File: config.mk
export PLATFORM = sky130hd
export DESIGN_NAME = flow_frame_odometry
export DESIGN_NICKNAME = d
export VERILOG_FILES = /design/src/rtl/ffo_pkg.sv /design/src/rtl/ffo_smul.sv /design/src/rtl/ffo_sdiv.sv /design/src/rtl/flow_frame_odometry.sv
export SDC_FILE = /design/constraint.sdc
export NUM_CORES = 2
export LEC_CHECK = 0
export BUFFER_PORTS_ARGS = -buffer_cell sky130_fd_sc_hd__buf_4
export CORE_MARGIN = 5
export CORE_UTILIZATION = 35
export CTS_CLUSTER_DIAMETER = 200
export DETAILED_ROUTE_END_ITERATION = 7
export GPL_TIMING_DRIVEN = 1
export MAX_ROUTING_LAYER = met4
export SYNTH_ARGS = -nofsm -noshare
export SYNTH_HDL_FRONTEND = slang
export SYNTH_SLANG_ARGS = --single-unit
File: constraint.sdc
create_clock -name clk_i -period 8.72 [get_ports clk_i]
set_clock_uncertainty 0.1 [all_clocks]
set_input_delay 1.744 -clock clk_i [delete_from_list [all_inputs] [get_ports clk_i]]
set_output_delay 1.744 -clock clk_i [all_outputs]
set_load 0.03 [all_outputs]
File: src/rtl/ffo_pkg.sv
// Shared constants, types and helpers for the flow frame odometry block.
`default_nettype none

package ffo_pkg;

  // Frame markers
  localparam logic [7:0] HDR_BYTE   = 8'hFE;
  localparam logic [7:0] COUNT_BYTE = 8'h0A;
  localparam logic [7:0] TAIL_BYTE  = 8'h55;
  localparam logic [7:0] VALID_BYTE = 8'hF5;
  localparam logic [15:0] DIST_BAD  = 16'hFFFF;
  localparam int unsigned FRAME_LEN = 13;

  // pi/4 in Q30
  localparam logic [29:0] QUARTER_PI_Q30 = 30'd843314857;

  // Serial arithmetic widths
  localparam int unsigned MUL_W = 32;
  localparam int unsigned DIV_W = 32;
  localparam int unsigned DVS_W = 8;

  // Configuration register indexes
  typedef enum logic [2:0] {
    CFG_FIXED_HEIGHT = 3'd0,
    CFG_CONF_FLOOR   = 3'd1,
    CFG_NEG_X        = 3'd2,
    CFG_NEG_Y        = 3'd3,
    CFG_MOUNT        = 3'd4,
    CFG_START_YAW    = 3'd5
  } cfg_idx_e;

  // Handshake between the sequencer and a serial unit
  typedef struct packed {
    logic busy;
    logic done;
  } unit_sts_t;

  // Series divisor n*(n+1) for term k of the sine (odd) or cosine series
  function automatic logic [DVS_W-1:0] series_div(input logic odd, input logic [2:0] k);
    logic [DVS_W-1:0] d;
    case ({odd, k})
      4'b1_000: d = 8'd6;
      4'b1_001: d = 8'd20;
      4'b1_010: d = 8'd42;
      4'b1_011: d = 8'd72;
      4'b1_100: d = 8'd110;
      4'b1_101: d = 8'd156;
      4'b0_000: d = 8'd2;
      4'b0_001: d = 8'd12;
      4'b0_010: d = 8'd30;
      4'b0_011: d = 8'd56;
      4'b0_100: d = 8'd90;
      4'b0_101: d = 8'd132;
      default:  d = 8'd1;
    endcase
    return d;
  endfunction

endpackage

`default_nettype wire

File: src/rtl/ffo_smul.sv
// Bit-serial unsigned multiplier, one multiplier bit per cycle.
`default_nettype none

module ffo_smul (
  input  wire logic                         clk_i,
  input  wire logic                         rst_ni,
  input  wire logic                         start_i,
  input  wire logic [ffo_pkg::MUL_W-1:0]    a_i,
  input  wire logic [ffo_pkg::MUL_W-1:0]    b_i,
  output ffo_pkg::unit_sts_t                sts_o,
  output logic      [2*ffo_pkg::MUL_W-1:0]  p_o
);

  localparam int unsigned W  = ffo_pkg::MUL_W;
  localparam int unsigned CW = $clog2(W);

  logic          busy_q, busy_d;
  logic          done_q, done_d;
  logic [CW-1:0] cnt_q, cnt_d;
  logic [W-1:0]  a_q, a_d;
  logic [2*W-1:0] p_q, p_d;
  logic [W:0]    sum;

  always_comb begin
    busy_d = busy_q;
    done_d = 1'b0;
    cnt_d  = cnt_q;
    a_d    = a_q;
    p_d    = p_q;
    sum    = {1'b0, p_q[2*W-1:W]} + (p_q[0] ? {1'b0, a_q} : '0);
    if (start_i) begin
      busy_d = 1'b1;
      cnt_d  = '0;
      a_d    = a_i;
      p_d    = {{W{1'b0}}, b_i};
    end else if (busy_q) begin
      p_d   = {sum, p_q[W-1:1]};
      cnt_d = cnt_q + 1'b1;
      if (cnt_q == CW'(W - 1)) begin
        busy_d = 1'b0;
        done_d = 1'b1;
      end
    end
  end

  always_ff @(posedge clk_i or negedge rst_ni) begin
    if (!rst_ni) begin
      busy_q <= 1'b0;
      done_q <= 1'b0;
      cnt_q  <= '0;
    end else begin
      busy_q <= busy_d;
      done_q <= done_d;
      cnt_q  <= cnt_d;
    end
  end

  always_ff @(posedge clk_i) begin
    a_q <= a_d;
    p_q <= p_d;
  end

  assign sts_o.busy = busy_q;
  assign sts_o.done = done_q;
  assign p_o        = p_q;

endmodule

`default_nettype wire

File: src/rtl/ffo_sdiv.sv
// Restoring divider by a narrow divisor, one quotient bit per cycle.
`default_nettype none

module ffo_sdiv (
  input  wire logic                        clk_i,
  input  wire logic                        rst_ni,
  input  wire logic                        start_i,
  input  wire logic [ffo_pkg::DIV_W-1:0]   num_i,
  input  wire logic [ffo_pkg::DVS_W-1:0]   den_i,
  output ffo_pkg::unit_sts_t               sts_o,
  output logic      [ffo_pkg::DIV_W-1:0]   quo_o
);

  localparam int unsigned W  = ffo_pkg::DIV_W;
  localparam int unsigned DW = ffo_pkg::DVS_W;
  localparam int unsigned CW = $clog2(W);

  logic          busy_q, busy_d;
  logic          done_q, done_d;
  logic [CW-1:0] cnt_q, cnt_d;
  logic [W-1:0]  q_q, q_d;
  logic [DW-1:0] rem_q, rem_d;
  logic [DW-1:0] den_q, den_d;
  logic [DW:0]   trial;
  logic          fits;

  always_comb begin
    busy_d = busy_q;
    done_d = 1'b0;
    cnt_d  = cnt_q;
    q_d    = q_q;
    rem_d  = rem_q;
    den_d  = den_q;
    trial  = {rem_q, q_q[W-1]};
    fits   = trial >= {1'b0, den_q};
    if (start_i) begin
      busy_d = 1'b1;
      cnt_d  = '0;
      q_d    = num_i;
      rem_d  = '0;
      den_d  = den_i;
    end else if (busy_q) begin
      rem_d = fits ? DW'(trial - {1'b0, den_q}) : trial[DW-1:0];
      q_d   = {q_q[W-2:0], fits};
      cnt_d = cnt_q + 1'b1;
      if (cnt_q == CW'(W - 1)) begin
        busy_d = 1'b0;
        done_d = 1'b1;
      end
    end
  end

  always_ff @(posedge clk_i or negedge rst_ni) begin
    if (!rst_ni) begin
      busy_q <= 1'b0;
      done_q <= 1'b0;
      cnt_q  <= '0;
    end else begin
      busy_q <= busy_d;
      done_q <= done_d;
      cnt_q  <= cnt_d;
    end
  end

  always_ff @(posedge clk_i) begin
    q_q   <= q_d;
    rem_q <= rem_d;
    den_q <= den_d;
  end

  assign sts_o.busy = busy_q;
  assign sts_o.done = done_q;
  assign quo_o      = q_q;

endmodule

`default_nettype wire

File: src/rtl/flow_frame_odometry.sv
// Top level: flow sensor frame parser, serial trigonometry and map integrator.
`default_nettype none

// Takes serial bytes and pose corrections as words on the slave stream
// (tuser 0 = byte, 1 = pose correction). Bytes are framed as header 0xFE plus
// 13 bytes; a frame passes when count, tail, XOR and validity bytes match and a
// height is available (fixed_height register, or the laser distance if it is
// neither 0 nor 0xFFFF and its confidence is at least conf_floor). A passing
// frame's flow times height is rotated by yaw plus mount angle and added to
// the wrapping map accumulators; one result word follows. Input words are
// accepted only while the block is idle. After a frame's last byte the input
// stays closed for the frame check and, if the frame passes, for twenty
// products through one bit-serial 32x32 multiplier (angle, square, twelve
// series terms, two flow products, four rotation products), twelve series
// divides through a bit-serial divider, each after its series product, and
// the load of the output register. A result waits in the output register
// without stopping further input bytes; the sequencer holds only when a
// second result arrives before the first is taken.

module flow_frame_odometry #(
  parameter int unsigned POS_BITS  = 48,
  parameter int unsigned TRIG_BITS = 15
) (
  input  wire logic         clk_i,
  input  wire logic         rst_ni,
  // slave stream
  input  wire logic         s_axis_tvalid,
  output logic              s_axis_tready,
  // tdata: byte_in[7:0], fix_x[55:8], fix_y[103:56], fix_yaw[119:104]
  input  wire logic [119:0] s_axis_tdata,
  // tuser: req_type
  input  wire logic         s_axis_tuser,
  // master stream
  output logic              m_axis_tvalid,
  input  wire logic         m_axis_tready,
  // tdata: map_x_out[47:0], map_y_out[95:48], ground_height[111:96],
  //        reported_yaw[127:112], raw_flow_x_out[143:128], raw_flow_y_out[159:144]
  output logic      [159:0] m_axis_tdata,
  // configuration
  input  wire logic         cfg_we_i,
  input  wire logic [2:0]   cfg_idx_i,
  input  wire logic [15:0]  cfg_data_i
);

  localparam int unsigned MW  = ffo_pkg::MUL_W;
  localparam int unsigned DW  = ffo_pkg::DIV_W;
  localparam int unsigned RSH = 30 - TRIG_BITS;

  typedef enum logic [8:0] {
    ST_IDLE   = 9'b000000001,
    ST_CHECK  = 9'b000000010,
    ST_ANGLE  = 9'b000000100,
    ST_SQUARE = 9'b000001000,
    ST_TMUL   = 9'b000010000,
    ST_TDIV   = 9'b000100000,
    ST_FLOW   = 9'b001000000,
    ST_PROD   = 9'b010000000,
    ST_DONE   = 9'b100000000
  } state_e;

  // configuration registers
  logic [15:0] fixed_height_q;
  logic [7:0]  conf_floor_q;
  logic        neg_x_q, neg_y_q;
  logic [15:0] mount_q;

  // control
  state_e      state_q, state_d;
  logic [3:0]  phase_q, phase_d;
  logic        run_q, run_d;
  logic        odd_q, odd_d;
  logic [2:0]  k_q, k_d;
  logic [1:0]  idx_q, idx_d;
  logic        m_valid_q, m_valid_d;

  // working data
  logic [7:0]  bytes_q [ffo_pkg::FRAME_LEN];
  logic [POS_BITS-1:0] map_x_q, map_x_d, map_y_q, map_y_d;
  logic [15:0] yaw_q, yaw_d;
  logic [15:0] h_q, h_d;
  logic [1:0]  quad_q, quad_d;
  logic        swap_q, swap_d;
  logic [29:0] x_q, x_d, x2_q, x2_d;
  logic [30:0] term_q, term_d;
  logic signed [33:0] sum_q, sum_d;
  logic [TRIG_BITS-1:0] ser_odd_q, ser_odd_d, ser_even_q, ser_even_d;
  logic [31:0] dxs_q, dxs_d, dys_q, dys_d;
  logic signed [63:0] accx_q, accx_d, accy_q, accy_d;
  logic [159:0] out_q, out_d;

  // serial units
  logic        mul_start, div_start;
  logic [MW-1:0] mul_a, mul_b;
  logic [2*MW-1:0] mul_p;
  logic [DW-1:0] div_quo;
  ffo_pkg::unit_sts_t mul_sts, div_sts;

  ffo_smul u_mul (
    .clk_i  (clk_i),
    .rst_ni (rst_ni),
    .start_i(mul_start),
    .a_i    (mul_a),
    .b_i    (mul_b),
    .sts_o  (mul_sts),
    .p_o    (mul_p)
  );

  ffo_sdiv u_div (
    .clk_i  (clk_i),
    .rst_ni (rst_ni),
    .start_i(div_start),
    .num_i  (mul_p[61:30]),
    .den_i  (ffo_pkg::series_div(odd_q, k_q)),
    .sts_o  (div_sts),
    .quo_o  (div_quo)
  );

  // input fields
  logic        in_acc;
  logic [7:0]  byte_in;
  logic [47:0] fix_x, fix_y;
  logic [15:0] fix_yaw;
  assign s_axis_tready = (state_q == ST_IDLE);
  assign in_acc  = s_axis_tvalid && s_axis_tready;
  assign byte_in = s_axis_tdata[7:0];
  assign fix_x   = s_axis_tdata[55:8];
  assign fix_y   = s_axis_tdata[103:56];
  assign fix_yaw = s_axis_tdata[119:104];

  // frame checks
  logic [7:0]  xsum;
  logic [15:0] laser_dist, flx, fly;
  logic        frame_ok, dist_ok;
  always_comb begin
    xsum = '0;
    for (int i = 1; i <= 10; i++) xsum ^= bytes_q[i];
  end
  assign flx  = {bytes_q[2], bytes_q[1]};
  assign fly  = {bytes_q[4], bytes_q[3]};
  assign laser_dist = {bytes_q[8], bytes_q[7]};
  assign frame_ok = (bytes_q[0] == ffo_pkg::COUNT_BYTE) && (bytes_q[12] == ffo_pkg::TAIL_BYTE)
                 && (xsum == bytes_q[11]) && (bytes_q[9] == ffo_pkg::VALID_BYTE);
  assign dist_ok  = (laser_dist != '0) && (laser_dist != ffo_pkg::DIST_BAD)
                 && (bytes_q[10] >= conf_floor_q);

  // angle folding
  logic [15:0] ang;
  logic [13:0] ang_r, ang_f;
  assign ang   = yaw_q + mount_q;
  assign ang_r = ang[13:0];
  assign ang_f = (ang_r <= 14'd8192) ? ang_r : 14'(15'd16384 - {1'b0, ang_r});

  // flow magnitudes and signs (negation applied to the sign only)
  logic [16:0] flx_mag, fly_mag;
  logic        dx_neg, dy_neg;
  assign flx_mag = flx[15] ? 17'(-{flx[15], flx}) : {1'b0, flx};
  assign fly_mag = fly[15] ? 17'(-{fly[15], fly}) : {1'b0, fly};
  assign dx_neg  = flx[15] ^ neg_x_q;
  assign dy_neg  = fly[15] ^ neg_y_q;

  // sine/cosine from octant results and quadrant
  logic [TRIG_BITS-1:0] s0, c0, s_mag, c_mag;
  logic                 s_neg, c_neg;
  always_comb begin
    s0 = swap_q ? ser_even_q : ser_odd_q;
    c0 = swap_q ? ser_odd_q  : ser_even_q;
    case (quad_q)
      2'd0:    begin s_mag = s0; s_neg = 1'b0; c_mag = c0; c_neg = 1'b0; end
      2'd1:    begin s_mag = c0; s_neg = 1'b0; c_mag = s0; c_neg = 1'b1; end
      2'd2:    begin s_mag = s0; s_neg = 1'b1; c_mag = c0; c_neg = 1'b1; end
      default: begin s_mag = c0; s_neg = 1'b1; c_mag = s0; c_neg = 1'b0; end
    endcase
  end

  // rotation product select: (dxs,s) (dys,c) (dys,s) (dxs,c)
  logic        prod_neg;
  logic signed [63:0] prod_s;
  always_comb begin
    case (idx_q)
      2'd0:    prod_neg = dx_neg ^ s_neg;
      2'd1:    prod_neg = dy_neg ^ c_neg;
      2'd2:    prod_neg = dy_neg ^ s_neg;
      default: prod_neg = dx_neg ^ c_neg;
    endcase
    prod_s = prod_neg ? -signed'(mul_p) : signed'(mul_p);
  end

  // series rounding
  logic signed [33:0] sum_term, sum_cl;
  logic [33:0]        sum_rnd;
  logic [TRIG_BITS-1:0] ser_res;
  assign sum_term = k_q[0] ? sum_q + signed'({3'b0, div_quo[30:0]})
                           : sum_q - signed'({3'b0, div_quo[30:0]});
  assign sum_cl   = sum_term[33] ? '0 : sum_term;
  assign sum_rnd  = (unsigned'(sum_cl) + (34'd1 << (RSH - 1))) >> RSH;
  assign ser_res  = (|sum_rnd[33:TRIG_BITS]) ? '1 : sum_rnd[TRIG_BITS-1:0];

  // final shift and output formatting
  logic signed [63:0] dxm, dym, ext_x, ext_y;
  logic               out_free;
  assign dxm = (accx_q + (64'sd1 <<< (TRIG_BITS - 1))) >>> TRIG_BITS;
  assign dym = (accy_q + (64'sd1 <<< (TRIG_BITS - 1))) >>> TRIG_BITS;
  assign out_free = !m_valid_q || m_axis_tready;

  logic signed [63:0] fx_ext, fy_ext;
  assign fx_ext = 64'(signed'(fix_x));
  assign fy_ext = 64'(signed'(fix_y));

  always_comb begin
    state_d    = state_q;
    phase_d    = phase_q;
    run_d      = run_q;
    odd_d      = odd_q;
    k_d        = k_q;
    idx_d      = idx_q;
    m_valid_d  = m_valid_q;
    map_x_d    = map_x_q;
    map_y_d    = map_y_q;
    yaw_d      = yaw_q;
    h_d        = h_q;
    quad_d     = quad_q;
    swap_d     = swap_q;
    x_d        = x_q;
    x2_d       = x2_q;
    term_d     = term_q;
    sum_d      = sum_q;
    ser_odd_d  = ser_odd_q;
    ser_even_d = ser_even_q;
    dxs_d      = dxs_q;
    dys_d      = dys_q;
    accx_d     = accx_q;
    accy_d     = accy_q;
    out_d      = out_q;
    mul_start  = 1'b0;
    div_start  = 1'b0;
    mul_a      = '0;
    mul_b      = '0;
    ext_x      = 64'(signed'(map_x_q));
    ext_y      = 64'(signed'(map_y_q));

    if (m_valid_q && m_axis_tready) m_valid_d = 1'b0;

    case (state_q)
      ST_IDLE: begin
        if (in_acc) begin
          if (s_axis_tuser) begin
            map_x_d = fx_ext[POS_BITS-1:0];
            map_y_d = fy_ext[POS_BITS-1:0];
            yaw_d   = fix_yaw;
          end else if (phase_q == '0) begin
            phase_d = (byte_in == ffo_pkg::HDR_BYTE) ? 4'd1 : 4'd0;
          end else if (phase_q == 4'(ffo_pkg::FRAME_LEN)) begin
            phase_d = '0;
            state_d = ST_CHECK;
          end else begin
            phase_d = phase_q + 4'd1;
          end
        end
      end
      ST_CHECK: begin
        quad_d = ang[15:14];
        swap_d = (ang_r > 14'd8192);
        h_d    = (fixed_height_q != '0) ? fixed_height_q : laser_dist;
        if (frame_ok && ((fixed_height_q != '0) || dist_ok)) state_d = ST_ANGLE;
        else state_d = ST_IDLE;
      end
      ST_ANGLE: begin
        mul_a = MW'(ang_f);
        mul_b = MW'(ffo_pkg::QUARTER_PI_Q30);
        if (!run_q) begin
          mul_start = 1'b1;
          run_d     = 1'b1;
        end else if (mul_sts.done) begin
          run_d   = 1'b0;
          x_d     = mul_p[42:13];
          state_d = ST_SQUARE;
        end
      end
      ST_SQUARE: begin
        mul_a = MW'(x_q);
        mul_b = MW'(x_q);
        if (!run_q) begin
          mul_start = 1'b1;
          run_d     = 1'b1;
        end else if (mul_sts.done) begin
          run_d   = 1'b0;
          x2_d    = mul_p[59:30];
          odd_d   = 1'b1;
          k_d     = '0;
          term_d  = {1'b0, x_q};
          sum_d   = 34'(signed'({4'b0, x_q}));
          state_d = ST_TMUL;
        end
      end
      ST_TMUL: begin
        mul_a = MW'(term_q);
        mul_b = MW'(x2_q);
        if (!run_q) begin
          mul_start = 1'b1;
          run_d     = 1'b1;
        end else if (mul_sts.done) begin
          run_d     = 1'b0;
          div_start = 1'b1;
          state_d   = ST_TDIV;
        end
      end
      ST_TDIV: begin
        if (div_sts.done) begin
          term_d = div_quo[30:0];
          sum_d  = sum_term;
          if (k_q == 3'd5) begin
            k_d = '0;
            if (odd_q) begin
              ser_odd_d = ser_res;
              odd_d     = 1'b0;
              term_d    = 31'd1 << 30;
              sum_d     = 34'sd1 <<< 30;
              state_d   = ST_TMUL;
            end else begin
              ser_even_d = ser_res;
              idx_d      = '0;
              state_d    = ST_FLOW;
            end
          end else begin
            k_d     = k_q + 3'd1;
            state_d = ST_TMUL;
          end
        end
      end
      ST_FLOW: begin
        mul_a = MW'(idx_q[0] ? fly_mag : flx_mag);
        mul_b = MW'(h_q);
        if (!run_q) begin
          mul_start = 1'b1;
          run_d     = 1'b1;
        end else if (mul_sts.done) begin
          run_d = 1'b0;
          if (idx_q[0]) begin
            dys_d   = mul_p[31:0];
            idx_d   = '0;
            state_d = ST_PROD;
          end else begin
            dxs_d = mul_p[31:0];
            idx_d = 2'd1;
          end
        end
      end
      ST_PROD: begin
        mul_a = (idx_q == 2'd0 || idx_q == 2'd3) ? dxs_q : dys_q;
        mul_b = MW'(idx_q[0] ? c_mag : s_mag);
        if (!run_q) begin
          mul_start = 1'b1;
          run_d     = 1'b1;
        end else if (mul_sts.done) begin
          run_d = 1'b0;
          idx_d = idx_q + 2'd1;
          case (idx_q)
            2'd0:    accx_d = prod_s;
            2'd1:    accx_d = accx_q + prod_s;
            2'd2:    accy_d = prod_s;
            default: begin
              accy_d  = accy_q - prod_s;
              state_d = ST_DONE;
            end
          endcase
        end
      end
      ST_DONE: begin
        if (out_free) begin
          map_x_d   = map_x_q + dxm[POS_BITS-1:0];
          map_y_d   = map_y_q + dym[POS_BITS-1:0];
          ext_x     = 64'(signed'(map_x_d));
          ext_y     = 64'(signed'(map_y_d));
          out_d     = {fly, flx, yaw_q, h_q, ext_y[47:0], ext_x[47:0]};
          m_valid_d = 1'b1;
          state_d   = ST_IDLE;
        end
      end
      default: state_d = ST_IDLE;
    endcase

    // yaw preset from configuration (block idle by contract)
    if (cfg_we_i && cfg_idx_i == ffo_pkg::CFG_START_YAW) yaw_d = cfg_data_i;
  end

  always_ff @(posedge clk_i or negedge rst_ni) begin
    if (!rst_ni) begin
      state_q        <= ST_IDLE;
      phase_q        <= '0;
      run_q          <= 1'b0;
      odd_q          <= 1'b0;
      k_q            <= '0;
      idx_q          <= '0;
      m_valid_q      <= 1'b0;
      map_x_q        <= '0;
      map_y_q        <= '0;
      yaw_q          <= '0;
      fixed_height_q <= '0;
      conf_floor_q   <= 8'd10;
      neg_x_q        <= 1'b0;
      neg_y_q        <= 1'b0;
      mount_q        <= '0;
    end else begin
      state_q   <= state_d;
      phase_q   <= phase_d;
      run_q     <= run_d;
      odd_q     <= odd_d;
      k_q       <= k_d;
      idx_q     <= idx_d;
      m_valid_q <= m_valid_d;
      map_x_q   <= map_x_d;
      map_y_q   <= map_y_d;
      yaw_q     <= yaw_d;
      if (cfg_we_i) begin
        case (cfg_idx_i)
          ffo_pkg::CFG_FIXED_HEIGHT: fixed_height_q <= cfg_data_i;
          ffo_pkg::CFG_CONF_FLOOR:   conf_floor_q   <= cfg_data_i[7:0];
          ffo_pkg::CFG_NEG_X:        neg_x_q        <= cfg_data_i[0];
          ffo_pkg::CFG_NEG_Y:        neg_y_q        <= cfg_data_i[0];
          ffo_pkg::CFG_MOUNT:        mount_q        <= cfg_data_i;
          default: ;
        endcase
      end
    end
  end

  always_ff @(posedge clk_i) begin
    if (in_acc && !s_axis_tuser && phase_q != '0) bytes_q[4'(phase_q - 4'd1)] <= byte_in;
    h_q        <= h_d;
    quad_q     <= quad_d;
    swap_q     <= swap_d;
    x_q        <= x_d;
    x2_q       <= x2_d;
    term_q     <= term_d;
    sum_q      <= sum_d;
    ser_odd_q  <= ser_odd_d;
    ser_even_q <= ser_even_d;
    dxs_q      <= dxs_d;
    dys_q      <= dys_d;
    accx_q     <= accx_d;
    accy_q     <= accy_d;
    out_q      <= out_d;
  end

  assign m_axis_tvalid = m_valid_q;
  assign m_axis_tdata  = out_q;

  // multiplier and divider take turns
  a_units_excl: assert property (@(posedge clk_i) disable iff (!rst_ni)
    !(mul_sts.busy && div_sts.busy))
    else $error("multiplier and divider busy together");

  a_phase_range: assert property (@(posedge clk_i) disable iff (!rst_ni)
    phase_q <= 4'(ffo_pkg::FRAME_LEN))
    else $error("frame phase out of range");

  a_term_range: assert property (@(posedge clk_i) disable iff (!rst_ni)
    k_q <= 3'd5)
    else $error("series term index out of range");

  a_result_out: assert property (@(posedge clk_i) disable iff (!rst_ni)
    (state_q == ST_DONE && out_free) |=> (m_axis_tvalid && state_q == ST_IDLE))
    else $error("finished frame did not reach the output register");

endmodule

`default_nettype wire

# [Yosys cells after proc, flatten, opt, wreduce, memory -nomap -nowiden]
# Memory sizes are Yosys's and may differ from the RTL's. A register that Yosys moved wholly into a read port is not among the register bits.
# Cells that the tools add are included.
[classes] addsub=22 multipliers=0 div_mod_pow=0 n_lt_le_gt_ge=4 n_eq_ne=50 n_shift=0 mux=124 bitwise_logic=19 n_reduce_logical=60
[op_table] cell="2-to-1 mux 48 bit" count=6
[op_table] cell="one-hot mux 64 bit (2 select lines)" count=2
[op_table] cell="2-to-1 mux 34 bit" count=6
[op_table] cell="2-to-1 mux 32 bit" count=6
[op_table] cell="one-hot mux 48 bit (2 select lines)" count=2
[op_table] cell="2-to-1 mux 9 bit" count=19
[op_table] cell="one-hot mux 32 bit (5 select lines)" count=1
[op_table] cell="2-to-1 mux 31 bit" count=5
[op_table] cell="one-hot mux 30 bit (5 select lines)" count=1
[op_table] cell="adder 63 x 16 -> 63 bit, second input constant" count=2
[op_table] cell="adder 48 bit" count=2
[op_table] cell="2-to-1 mux 15 bit" count=6
[op_table] cell="one-hot mux 9 bit (9 select lines)" count=1
[op_table] cell="2-to-1 mux 16 bit" count=5
[op_table] cell="bitwise XOR 8 bit" count=9
[op_table] cell="one-hot mux 34 bit (2 select lines)" count=1
[op_table] cell="adder 64 bit" count=1
[op_table] cell="2-to-1 mux 64 bit" count=1
[op_table] cell="negation 64 bit" count=1
[op_table] cell="subtractor 64 bit" count=1
[op_table] cell="one-hot mux 31 bit (2 select lines)" count=1
[op_table] cell="2-to-1 mux 17 bit" count=3
[op_table] cell="adder 33 x 15 -> 34 bit, second input constant" count=1
[op_table] cell="adder 34 x 32 -> 34 bit" count=1
[op_table] cell="73 further kinds" count=195
[word_totals] regBits=851 latchBits=0 mem_bits_rw=104 romBits=128 inputBits=145 wordCells=321 memories=2
[memory_table] memory="(name not given)" depth=16 word_bits=8 read_ports=1 rd_ports_with_merged_regs=1 write_ports=0 line="ffo_pkg.sv:41" text="case ({odd, k})"
[memory_table] memory="bytes_q" depth=13 word_bits=8 read_ports=13 rd_ports_with_merged_regs=0 write_ports=1 line="flow_frame_odometry.sv:77" text="logic [7:0] bytes_q [ffo_pkg::FRAME_LEN];"

# [Longest topological paths before layout]
# An unclocked memory read counts as a cell.
[depth] ltp_word=16 mapped_depth=28 ltp_nobuf=25

# [By module]
# A second synthesis with hierarchy kept.
[hier_totals] hier_cells=5914 hier_area_um2=59733.5
[by_module_without_submodules] module="flow_frame_odometry" n_inst=1 cells_per_inst=5186 area_per_inst_um2=51348.0
[by_module_without_submodules] module="ffo_smul" n_inst=1 cells_per_inst=516 area_per_inst_um2=5671.7
[by_module_without_submodules] module="ffo_sdiv" n_inst=1 cells_per_inst=212 area_per_inst_um2=2713.9

# [Least setup slack after synthesis]
# Ideal clock, no wire load.
[synth_timing] kind="input to register" startpoint="in m_axis_tready" endpoint="reg map_x_q[28]" setup_ns=0.082 arrival_ns=9.542 required_time_ns=8.538 slack_ns=-1.004 path_stages=8 path_cell_list="nor2b_1 nor2_1 a21o_1 o21a_1 clkbuf_1 clkbuf_1 nor2_1 a31oi_1"
[synth_between] elab_chain_cells=3
[synth_lines] item="start: declaration" line="flow_frame_odometry.sv:35" text="input wire logic m_axis_tready,"
[synth_lines] item="logical OR 1 bit" line="flow_frame_odometry.sv:203" text="assign out_free = !m_valid_q || m_axis_tready;"
[synth_lines] item="inequality test 2 bit (no source line)"
[synth_lines] item="AND reduction 4 bit (no source line)"
[synth_lines] item="end signal: assignment" line="flow_frame_odometry.sv:411" text="map_x_q <= map_x_d;"
[synth_lines] item="end: declaration" line="flow_frame_odometry.sv:78" text="logic [POS_BITS-1:0] map_x_q, map_x_d, map_y_q, map_y_d;"
# Every way passes these cells.
# A chain may end at the register's enable or synchronous reset.

# [Final worst setup path]
[layout_timing] startpoint="reg u_mul.p_q[9], in the netlist u_mul.p_o[9]" endpoint="reg accy_q[62], data pin"
[layout_between] elab_chain_cells=4
[layout_lines] item="start: declaration" line="ffo_smul.sv:21" text="logic [2*W-1:0] p_q, p_d;"
[layout_lines] item="start signal: assignment" line="ffo_smul.sv:60" text="p_q <= p_d;"
[layout_lines] item="negation 64 bit" line="flow_frame_odometry.sv:185" text="prod_s = prod_neg ? -signed'(mul_p) : signed'(mul_p);"
[layout_lines] item="2-to-1 mux 64 bit *" line="flow_frame_odometry.sv:185"
[layout_lines] item="subtractor 64 bit" line="flow_frame_odometry.sv:362" text="accy_d = accy_q - prod_s;"
[layout_lines] item="one-hot mux 64 bit (2 select lines) *" line="flow_frame_odometry.sv:357" text="case (idx_q)"
[layout_lines] item="end signal: assignment" line="flow_frame_odometry.sv:441" text="accy_q <= accy_d;"
[layout_lines] item="end: declaration" line="flow_frame_odometry.sv:88" text="logic signed [63:0] accx_q, accx_d, accy_q, accy_d;"
# Every way passes the cells marked *; elsewhere a longest branch is shown, timed or not.

==> results.yml <==
status:
  outcome: "completed"
clock_tree:
  hold_buffers: 0
  cts_setup_buffers: 0
  root_buffer: "clkbuf_16"
  post_cts_resized: 0
  cts_tree: "yes"
  cts_buffers: 109
  cts_sinks: 961
  cts_max_level: 3
  cts.clk_slew.worst_paths_ps: 70
  clk_latency_ps: 800
  clock_path_buffers: 3
logic_synthesis:
  synth_edf_count: 732
  yosysTopAreaCell: "edfxtp_1"
  syn_avg_cell_area_um2: 9.98
  synthArstFlopShare_pct: 19.7
  synth_ff_type: "edfxtp_1"
  synth_nets: 6389
  yosysWarnings: 0
  synth-xor-area-share_pct: 8.81
  muxShareOfSynthArea_pct: 2.45
  synth_top_family_by_area: "compound AO/OA/AOI/OAI gates"
  synth_area_um2: 58700
  yosysSeqAreaShare_pct: 46.9
  ys_types: 93
  netlist.area_leader.share_pct: 37.4
  ys_ff_latch: 961
  synthAdderAreaFrac_pct: 7.71
  synth-compound-area-share_pct: 16.7
  synth_simple_gate_area_share_pct: 14.7
  synthTopCellsByArea: "edfxtp_1 (37%), dfrtp_1 (7.9%), ha_1 (7.4%)"
  synth_cells: 5887
worst_setup_path:
  reg2regPathDepth: 22
  crit_path_end_kind: "register"
  critPathLaunchType: "register"
  cp_slowest_stage_delay_ps: 630
  crit_fanout: 6
  worstSetupPathType: "register to register"
  path_depth: 22
  worst_path_max_delay_cell: "a2111oi_0"
  crit_chain: "or4_1 > nor4_2 > or3b_1 > or2_1 > nand2b_4 > or4_4 > or2_1 > nand2_1 > xor2_1 > ha_1 > nand4_1 > or2_2 > nor3_1 > inv_1 > a2111oi_0 > o31ai_1 > a211oi_1 > o2111ai_1 > a21boi_0 > or3_1 > a21oi_1 > xnor2_1"
  cp_common_cell: "or2_1"
  cp_num_buf_inv: 1
  required_ps: 9060
  crit_arrival_ps: 7470
  worst_path_dominant_cell_family: "simple AND/OR/NAND/NOR gates"
  r2r_slack_ps: 1590
layout:
  fillers: 16200
  multi_input_area_um2: 29700
  final_util_pct: 40.4
  fin_area_um2: 67500
  nets: 6644
  drive_gt1_share_pct: 10.8
  area_growth_pct: 14.9
  seq_area_um2: 27500
  antenna_cells: 0
detailed_routing:
  ant_nets: 0
  dr.pass1.iters: 6
  num_vias: 46600
  wl_per_cell_um: 22.0
  drc: 0
  routed_via_density: 5.52
  routed_wl_mm: 186
  drtIter0Drc: 4003
placement:
  preCtsSetupSlack_ps: 1600
  placed_cell_area_um2: 63600
  io_buffers: 306
  place_congestion: 0.940
  dpl.hpwl_mm: 142
timing:
  fin_crit_ps: 7130
  worst_pin_slew_ps: 1290
  fin_ws_ps: 1590
  hold_viol: 0
  drv_slew: 0
  fmax_mhz: 140
  rsz0062_at_grt: "no"
  fin_tns_setup_ps: 0
  relSlewSlack_pct: 13.7
  finalSetupViolCount: 0
  period_share_pct: 81.7
pwr:
  peakVddDrop_mv: 0.200
  power_per_cell_area_nw_per_um2: 274
  leakage_uw: 0.0257
grt:
  grt_usage_pct: 21.0
  grt_max_degree: 161
  overflow: 0
  antenna_found_initial: 2
  grt_pass1_vias: 45000
  grt_first_pass_wirelength_mm: 278
die:
  chipWidth_um: 420
  floorplan.initialDensity_pct: 35.2
  dieArea_um2: 176000
  die_h_um: 420
  rows: 150
  fp.coreArea_um2: 167000
  pin_count: 307
worst_hold_path:
  holdPathStages: 0
  hp-class: "register to register"
run:
  drv_cap: 0
worst paths after layout:
check | to | startpoint
max | accy_q[62] | u_mul.p_o[9]
min reg2reg | m_axis_tdata[121] | yaw_q[9]
max in group asynchronous | u_div.cnt_q[1] | rst_ni
max reg2reg | accy_q[62] | u_mul.p_o[9]
min in group asynchronous | map_y_q[5] | rst_ni
min | m_axis_tdata[121] | yaw_q[9]
cells by family (layout without fill, tap and decap cells):
group / after synthesis / in the layout
flops: 961 / 961
fa+ha+maj: 357 / 357
compound gates: 1551 / 1551
xor+xnor: 588 / 588
buf+inv: 434 / 785
mux: 138 / 138
simple gates: 1858 / 1858
worst register-to-register path, stage by stage, from the launching register on:
cell	delay, ps
edfxtp_1	470
or4_1	610
nor4_2	300
or3b_1	390
or2_1	300
nand2b_4	180
or4_4	550
or2_1	360
nand2_1	120
xor2_1	310
ha_1	280
nand4_1	130
or2_2	340
nor3_1	240
inv_1	60
a2111oi_0	630
o31ai_1	260
a211oi_1	430
o2111ai_1	180
a21boi_0	220
or3_1	140
a21oi_1	70
xnor2_1	160
final cells by class:
type                       count  share of cell area (%)
clock inverter                75                    1.42
timing repair buffer         375                    4.22
sequential                   961                    40.8
tap                         2204                    4.09
clock buffer                 132                    4.26
inverter                     203                    1.13
multi-input combinational   4492                    44.1
layout by cell type (no fill, tap or decap), types with 31 or more instances in the layout:
cell and n:
nand2b_1 59, a21oi_1 428, mux2_2 47, buf_4 372
a31oi_1 123, and2_1 59, and3_1 64, inv_1 197
dfrtp_1 186, a211oi_1 44, nor4_1 37, o21ai_0 363
o21bai_1 52, a21o_1 185, ha_1 346, a221oi_1 31
dfxtp_1 40, nand3_1 125, xor2_1 202, nor2b_1 40
o31ai_1 39, edfxtp_1 732, xnor2_1 382, nand2_1 671
nor3_1 81, nand4_1 69, nor2_1 503, clkbuf_16 110
o21a_1 46, mux2i_1 91, or3_1 32
metal layers:
metal  share of wire, %  up-vias  wire (um)  track usage (%)
met2                 46     1603      85300             33.6
met4                3.3        0       6100             6.43
met5                  0        -          0                -
met1                 45    22600      82800             28.0
met3                6.3      265      11700             2.58
li1                   -    22100          -                -
through the flow:
step | cells | power (uW) | hold WS, ps
2_1_floorplan | 5887 | 11500 | 322
4_1_cts | 8442 | 18500 | 356
3_5_place_dp | 8235 | 13600 | 362
5_1_grt | 8442 | 19700 | 387
3_3_place_gp | 8235 | 13500 | 345
6_report | 8442 | 18500 | 356
synthesized netlist by cell type, types with 23 or more instances:
master / instances
nand2b_1: 59
mux2i_1: 91
ha_1: 349
and3_1: 64
o31ai_1: 39
o21bai_1: 52
nand4_1: 69
a221oi_1: 31
nor2b_1: 40
nand3_1: 125
nor3_1: 84
dfrtp_1: 186
mux2_2: 47
edfxtp_1: 732
o21a_1: 47
dfxtp_1: 40
a21o_1: 185
o211ai_1: 24
xor2_1: 202
clkbuf_1: 206
nand2_1: 672
a21oi_1: 429
o21ai_0: 364
nor4_1: 38
inv_1: 199
a31oi_1: 123
o41ai_1: 23
a211oi_1: 44
nor2_1: 506
and2_1: 59
or3_1: 32
xnor2_1: 383
power breakdown:
group	leakage (uW)	internal, uW	total [uW]	switching [uW]
clock	0.00184	2800	4880	2080
sequential	0.00858	5580	5910	327
combinational	0.0153	3000	7720	4710
total	0.0257	11400	18500	7120
registers in the layout, indices dropped and copies added, names as in the netlist, 34 cells and up:
signal        cells
u_mul.p_o        64
bytes_q         104
sum_q            34
m_axis_tdata    160
map_y_q          48
map_x_q          48
accx_q           63
accy_q           63
Note: power is estimated with default switching activity, not from simulation.
